==> src/swld_pkg.sv <==
// ----------------------------------------------------------------------------
// Sync word deframer package
// Types and constants shared by the sync word, length-prefixed deframer.
// ----------------------------------------------------------------------------
package swld_pkg;

  // Header sync bytes, in order of arrival.
  localparam logic [7:0] SYNC_FIRST = 8'h5A;
  localparam logic [7:0] SYNC_SECOND = 8'hA5;

  // Smallest payload length that a header may announce.
  localparam logic [15:0] MIN_LENGTH = 16'd2;

  // Largest accepted payload length after reset.
  localparam logic [15:0] MAX_LENGTH_RESET = 16'd1024;

  // Result kinds.
  localparam logic EVT_PAYLOAD = 1'b0;
  localparam logic EVT_FRAMING_ERROR = 1'b1;

  // One result item.
  typedef struct packed {
    logic        event_kind;
    logic [7:0]  data_byte;
    logic        last_byte;
    logic [15:0] frame_length;
  } result_t;

  // Handshake between the frame controller and the output register.
  typedef struct packed {
    logic    load;
    result_t result;
  } out_load_t;

endpackage

==> src/swld_frame_ctrl.sv <==
// ----------------------------------------------------------------------------
// Sync word deframer frame controller
// Tracks header search and payload streaming, and decodes one byte per cycle
// while advance_i is high, into at most one result item.
// ----------------------------------------------------------------------------
module swld_frame_ctrl
  import swld_pkg::*;
(
  input  logic        clk_i,
  input  logic        rst_ni,
  input  logic [7:0]  byte_i,
  input  logic [15:0] max_length_i,
  input  logic        advance_i,
  output logic        has_result_o,
  output result_t     result_o
);

  // Frame position: four header steps and the payload phase.
  typedef enum logic [4:0] {
    ST_SYNC1   = 5'b00001,
    ST_SYNC2   = 5'b00010,
    ST_LEN_HI  = 5'b00100,
    ST_LEN_LO  = 5'b01000,
    ST_PAYLOAD = 5'b10000
  } frame_state_e;

  frame_state_e state_q, state_d;
  logic [7:0]   length_high_q, length_high_d;
  logic [15:0]  payload_length_q, payload_length_d;
  logic [15:0]  bytes_received_q, bytes_received_d;

  logic [15:0]  header_length;
  logic [15:0]  count_next;
  logic         is_last;
  logic         length_bad;

  assign header_length = {length_high_q, byte_i};
  assign count_next    = bytes_received_q + 16'd1;
  assign is_last       = (count_next == payload_length_q);
  assign length_bad    = (header_length < MIN_LENGTH) || (header_length > max_length_i);

  // Decode the current byte against the frame position.
  always_comb begin
    state_d          = state_q;
    length_high_d    = length_high_q;
    payload_length_d = payload_length_q;
    bytes_received_d = bytes_received_q;
    has_result_o     = 1'b0;
    result_o.event_kind   = EVT_FRAMING_ERROR;
    result_o.data_byte    = byte_i;
    result_o.last_byte    = 1'b0;
    result_o.frame_length = 16'd0;
    unique case (state_q)
      ST_SYNC1: begin
        if (byte_i == SYNC_FIRST) begin
          state_d = ST_SYNC2;
        end else begin
          has_result_o = 1'b1;
        end
      end
      ST_SYNC2: begin
        if (byte_i == SYNC_SECOND) begin
          state_d = ST_LEN_HI;
        end else begin
          state_d      = ST_SYNC1;
          has_result_o = 1'b1;
        end
      end
      ST_LEN_HI: begin
        length_high_d = byte_i;
        state_d       = ST_LEN_LO;
      end
      ST_LEN_LO: begin
        if (length_bad) begin
          state_d               = ST_SYNC1;
          has_result_o          = 1'b1;
          result_o.frame_length = header_length;
        end else begin
          state_d          = ST_PAYLOAD;
          payload_length_d = header_length;
          bytes_received_d = 16'd0;
        end
      end
      ST_PAYLOAD: begin
        has_result_o          = 1'b1;
        result_o.event_kind   = EVT_PAYLOAD;
        result_o.last_byte    = is_last;
        result_o.frame_length = payload_length_q;
        if (is_last) begin
          state_d          = ST_SYNC1;
          bytes_received_d = 16'd0;
        end else begin
          bytes_received_d = count_next;
        end
      end
      default: begin
        state_d = ST_SYNC1;
      end
    endcase
  end

  // Frame state moves only when the byte is consumed.
  always_ff @(posedge clk_i or negedge rst_ni) begin
    if (!rst_ni) begin
      state_q          <= ST_SYNC1;
      length_high_q    <= 8'd0;
      payload_length_q <= 16'd0;
      bytes_received_q <= 16'd0;
    end else if (advance_i) begin
      state_q          <= state_d;
      length_high_q    <= length_high_d;
      payload_length_q <= payload_length_d;
      bytes_received_q <= bytes_received_d;
    end
  end

endmodule

==> src/swld_out_reg.sv <==
// ----------------------------------------------------------------------------
// Sync word deframer output register
// Holds one result item until the downstream side takes it.
// ----------------------------------------------------------------------------
module swld_out_reg
  import swld_pkg::*;
(
  input  logic      clk_i,
  input  logic      rst_ni,
  input  out_load_t load_i,
  input  logic      stall_i,
  output logic      ready_o,
  output logic      valid_o,
  output result_t   result_o
);

  logic    valid_q;
  result_t result_q;

  // The register can take a new item when empty or being drained.
  assign ready_o  = !valid_q || !stall_i;
  assign valid_o  = valid_q;
  assign result_o = result_q;

  // Valid flag.
  always_ff @(posedge clk_i or negedge rst_ni) begin
    if (!rst_ni) begin
      valid_q <= 1'b0;
    end else if (ready_o) begin
      valid_q <= load_i.load;
    end
  end

  // Result payload.
  always_ff @(posedge clk_i) begin
    if (ready_o && load_i.load) begin
      result_q <= load_i.result;
    end
  end

endmodule

==> src/sync_word_length_deframer.sv <==
// ----------------------------------------------------------------------------
// Sync word length-prefixed deframer
// The result item of an accepted byte is loaded from the input register into
// the output register. Accepted header bytes give no result item.
// Throughput: one byte per cycle while out_stall_i is low; the input and
// output registers are both emptied in the same cycle as they are refilled.
// Reset: clears the valid flags and returns to sync search; max_length is
// 1024 after reset.
// ----------------------------------------------------------------------------
module sync_word_length_deframer
  import swld_pkg::*;
(
  input  logic        clk_i,
  input  logic        rst_ni,
  input  logic        in_valid_i,
  output logic        in_stall_o,
  input  logic [7:0]  rx_byte_i,
  output logic        out_valid_o,
  input  logic        out_stall_i,
  output logic        event_kind_o,
  output logic [7:0]  data_byte_o,
  output logic        last_byte_o,
  output logic [15:0] frame_length_o,
  input  logic        cfg_we_i,
  input  logic [15:0] cfg_wdata_i
);

  logic        in_valid_q;
  logic [7:0]  in_byte_q;
  logic [15:0] max_length_q;
  logic        has_result;
  logic        out_ready;
  logic        advance;
  result_t     result;
  result_t     out_result;
  out_load_t   out_load;

  // A byte in the input register is consumed once its result has room.
  assign advance    = in_valid_q && (!has_result || out_ready);
  assign in_stall_o = in_valid_q && !advance;

  // Configuration register.
  always_ff @(posedge clk_i or negedge rst_ni) begin
    if (!rst_ni) begin
      max_length_q <= MAX_LENGTH_RESET;
    end else if (cfg_we_i) begin
      max_length_q <= cfg_wdata_i;
    end
  end

  // Input register valid flag.
  always_ff @(posedge clk_i or negedge rst_ni) begin
    if (!rst_ni) begin
      in_valid_q <= 1'b0;
    end else if (!in_stall_o) begin
      in_valid_q <= in_valid_i;
    end
  end

  // Input register byte.
  always_ff @(posedge clk_i) begin
    if (!in_stall_o && in_valid_i) begin
      in_byte_q <= rx_byte_i;
    end
  end

  swld_frame_ctrl u_frame_ctrl (
    .clk_i        (clk_i),
    .rst_ni       (rst_ni),
    .byte_i       (in_byte_q),
    .max_length_i (max_length_q),
    .advance_i    (advance),
    .has_result_o (has_result),
    .result_o     (result)
  );

  assign out_load.load   = advance && has_result;
  assign out_load.result = result;

  swld_out_reg u_out_reg (
    .clk_i    (clk_i),
    .rst_ni   (rst_ni),
    .load_i   (out_load),
    .stall_i  (out_stall_i),
    .ready_o  (out_ready),
    .valid_o  (out_valid_o),
    .result_o (out_result)
  );

  assign event_kind_o   = out_result.event_kind;
  assign data_byte_o    = out_result.data_byte;
  assign last_byte_o    = out_result.last_byte;
  assign frame_length_o = out_result.frame_length;

endmodule
==> config.mk <==
export PLATFORM = sky130hd
export DESIGN_NAME = sync_word_length_deframer
export DESIGN_NICKNAME = d
export VERILOG_FILES = /design/src/swld_pkg.sv /design/src/swld_frame_ctrl.sv /design/src/swld_out_reg.sv /design/src/sync_word_length_deframer.sv
export SDC_FILE = /design/constraint.sdc
export NUM_CORES = 1
export LEC_CHECK = 0
export BUFFER_PORTS_ARGS = -buffer_cell sky130_fd_sc_hd__buf_4
export CORE_ASPECT_RATIO = 1.2
export CORE_MARGIN = 2
export CORE_UTILIZATION = 40
export DETAILED_ROUTE_END_ITERATION = 10
export SLEW_MARGIN = 20
export SYNTH_ARGS = -nofsm -noshare
export SYNTH_HDL_FRONTEND = slang
export SYNTH_SLANG_ARGS = --single-unit
==> constraint.sdc <==
create_clock -name clk_i -period 5.3 [get_ports clk_i]
set_clock_uncertainty 0.2 [all_clocks]
set_input_delay 1.06 -clock clk_i [delete_from_list [all_inputs] [get_ports clk_i]]
set_output_delay 1.06 -clock clk_i [all_outputs]
set_load 0.02 [all_outputs]
==> impl_metrics.tcl <==
set metrics [dict create \
    slew_headroom_pct 42.2 \
    fin_cells 676 \
    timing.setup.tns_ps 0 \
    total_power_mw 2.46 \
    cts_tree "built" \
    hpwlAfterDp_mm 8.47 \
    syn_area_sq_mm 0.00502 \
    die_h_um 127 \
    critical_path.top_delay_family "simple AND/OR/NAND/NOR gates" \
    filler_cell_count 1098 \
    p_per_area_mw_per_mm2 419 \
    startpoint "u_frame_ctrl.length_high_q[7]" \
    synthTopCellsByArea "dfrtp_1 30%, edfxtp_1 20%, mux2_2 6.1%" \
    r2r-start "u_frame_ctrl.bytes_received_q[0]" \
    seqCellArea_sq_mm 0.00260 \
    core_area_sq_mm 0.0122 \
    drc_errors 0 \
    setup_viol 0 \
    timing.fmax_mhz 226 \
    vias_per_cell 5.62 \
    crit_buf_inv 3 \
    synth_top_area_share_pct 30.4 \
    min_path_type "register to register" \
    synth_edf_count 34 \
    worst-path-stages 11 \
    synth_top_area_cell "dfrtp_1" \
    start_kind "register" \
    r2r_cells 9 \
    crit_chain "ha_1 -> nand4_1 -> nor4_1 -> and4_1 -> a21oi_1 -> and2_1 -> buf_4 -> o31ai_1 -> or2_2 -> inv_1 -> buf_4" \
    multiInputGateArea_sq_mm 0.00222 \
    async_flop_share_pct 64.9 \
    cp.required_ps 4040 \
    final_layout_size_suffix_gt1_share_pct 22.9 \
    die_w_um 106 \
    crit_path_end_kind "primary output" \
    crit_end "in_stall_o" \
    cts.path.max_buffers 2 \
    synthesis.nets 515 \
    initial_core_util_pct 41.2 \
    n_antenna_cell 0 \
    wl_mm 11.9 \
    final_area_sq_mm 0.00588 \
    drt_first_pass_iters 7 \
    clk_pin_slew_worst_paths_ps 70 \
    routabilityCongestion 0.903 \
    portBuffers 56 \
    ys.flop_type "dfrtp_1" \
    synthCells 469 \
    status "finished, final reports clean" \
    crit_top_cell "buf_4" \
    wl_met3_um 457 \
    synthDistinctLibCells 59 \
    grt_pass1_vias 3630 \
    post_cts_buffers 0 \
    fin_crit_sh_pct 83.4 \
    yosys_warnings 0 \
    ys_seq_area_share_pct 51.8 \
    grt_usage_pct 18.4 \
    dpl_cell_area_sq_mm 0.00554 \
    post_synth.cell_area_avg_sq_um 10.7 \
    die_area_sq_mm 0.0135 \
    path_max_fanout 20 \
    r2r_end "u_frame_ctrl.bytes_received_q[10]" \
    slew_violations 0 \
    hold_path.startpoint "max_length_q[10]" \
    rrSetupSlack_ps 1310 \
    clock-root-buffer "clkbuf_16" \
    antenna_found_initial 0 \
    hold_buffers 0 \
    max_slew.worst_pin.slew_ps 868 \
    overflow 0 \
    antenna_left 0 \
    vdd_drop_max_mv 0.179 \
    power_leakage_nw 2.44 \
    cpPeakStageDelay_ps 440 \
    first_iter_violations 323 \
    top_layer "met4" \
    numCtsBuffers 9 \
    rsz0062_at_grt "no" \
    hold_viol_final 0 \
    cp.arrival_ps 3160 \
    fin_nets 556 \
    cts_sinks 97 \
    clock_latency_ps 350 \
    io_pins 57 \
    drt-met1-wl_mm 5.08 \
    slowest_stage "dfrtp_1" \
    rows 44 \
    area_delta_synth_final_pct 17.1 \
    path_class "register to primary output" \
    grt_max_degree 64 \
    met2WireLength_mm 6.01 \
    post_cts_resized 0 \
    post-route-min-period_ps 4420 \
    num_vias 3800 \
    grt_pass1_wl_mm 19.2 \
    synth-seq-cells 97 \
    htreeDepth 3 \
    cap_violations 0 \
    dp.cells 660 \
    detail_route.wl_per_cell_um 17.5 \
]
-- cells by family (layout without fill, tap and decap cells) --
| group | after synthesis | count (layout) | share of synthesized area [%] |
|---|---|---|---|
| AND/OR/NAND/NOR | 158 | 158 | 16.1 |
| AO/OA/AOI/OAI | 105 | 105 | 14.7 |
| XOR/XNOR | 16 | 16 | 2.79 |
| flip-flops | 97 | 97 | 51.8 |
| adder cells (fa/ha/maj) | 17 | 17 | 4.24 |
| multiplexers | 28 | 28 | 6.26 |
| buffers and inverters | 48 | 94 | 4.04 |
-- final cells by class --
type	instances	share of cell area [%]
flip-flops and latches	97	44.2
well taps	161	3.43
repair buffers	58	7.41
multi-input cells	324	37.8
clock inverters	7	2.00
inverters	20	1.28
clock buffers	9	3.83
-- sequential cells by signal (all words and copies together), names as in the netlist --
name / flops
u_out_reg.result_o: 26
max_length_q: 16
u_frame_ctrl.bytes_received_q: 16
u_frame_ctrl.payload_length_q: 16
in_byte_q: 8
u_frame_ctrl.length_high_q: 8
u_frame_ctrl.state_q: 5
in_valid_q: 1
u_out_reg.valid_o: 1
-- power by group --
group          leakage, nW  switching [mW]  internal (mW)
clock network        0.160           0.287          0.461
registers             1.13           0.173          0.937
logic                 1.16           0.341          0.264
-- synthesized netlist by cell type, types with 2 or more instances --
cell type and number:
nor4_1 7, edfxtp_1 34, nand2_1 47, o311ai_1 7, clkbuf_1 14, a211oi_1 3
and4_1 6, o21ai_0 35, dfrtp_1 61, or2_2 8, xor2_1 5, nand2b_1 3
and3_1 4, o31ai_1 2, nor2b_1 3, o211ai_1 3, nor3_1 12, xnor2_1 11
nand4_1 11, inv_1 20, a21bo_2 2, o2111ai_1 2, o311ai_0 2, o31a_1 2
nor2_1 21, ha_1 17, or4_1 2, mux2_2 27, and2_1 5, a311o_1 2
a22o_1 16, buf_2 12, dfstp_2 2, o21ai_1 2, nand3_1 21, a21oi_1 14
o311a_1 2
-- metal layers --
layer | vias to the layer above | global-route usage [%]
li1 | 1827 | -
met1 | 1849 | 23.7
met2 | 103 | 30.7
met3 | 21 | 2.88
met4 | 0 | 7.97
met5 | - | 0
-- how the worst min path moves through the flow --
stage,slack [ps],endpoint,cells after the start
6_report,310,max_length_q[10],2
5_1_grt,360,max_length_q[10],2
2_1_floorplan,280,max_length_q[10],2
3_3_place_gp,300,max_length_q[10],2
3_5_place_dp,310,max_length_q[10],2
4_1_cts,320,max_length_q[10],2
-- layout by cell type, fill, tap and decap left out, drive strengths merged, types with 15 or more instances in the layout --
cell    synthesis  layout
nor2           21      21
edfxtp         34      34
dfrtp          61      61
nand3          22      22
ha             17      17
nand2          47      47
buf            14      58
a22o           16      16
mux2           27      27
inv            20      21
o21ai          37      37
a21oi          15      15
-- through the flow --
stage          hold WS, ps  setup slack [ps]  util [%]
6_report               308               877      48.3
5_1_grt                363               654      48.3
3_5_place_dp           307              1250      45.5
3_3_place_gp           305              1380      45.5
4_1_cts                318               872      48.3
2_1_floorplan          280              1390         -
-- worst reg2reg max path: cells and delay by family, from the launching register on --
kind	cells	cell delay (ps)
adder cells (fa/ha/maj)	1	420
AND/OR/NAND/NOR	3	1050
flip-flops	1	470
AO/OA/AOI/OAI	5	1720
No activity file was read; power rests on OpenSTA's default activity.
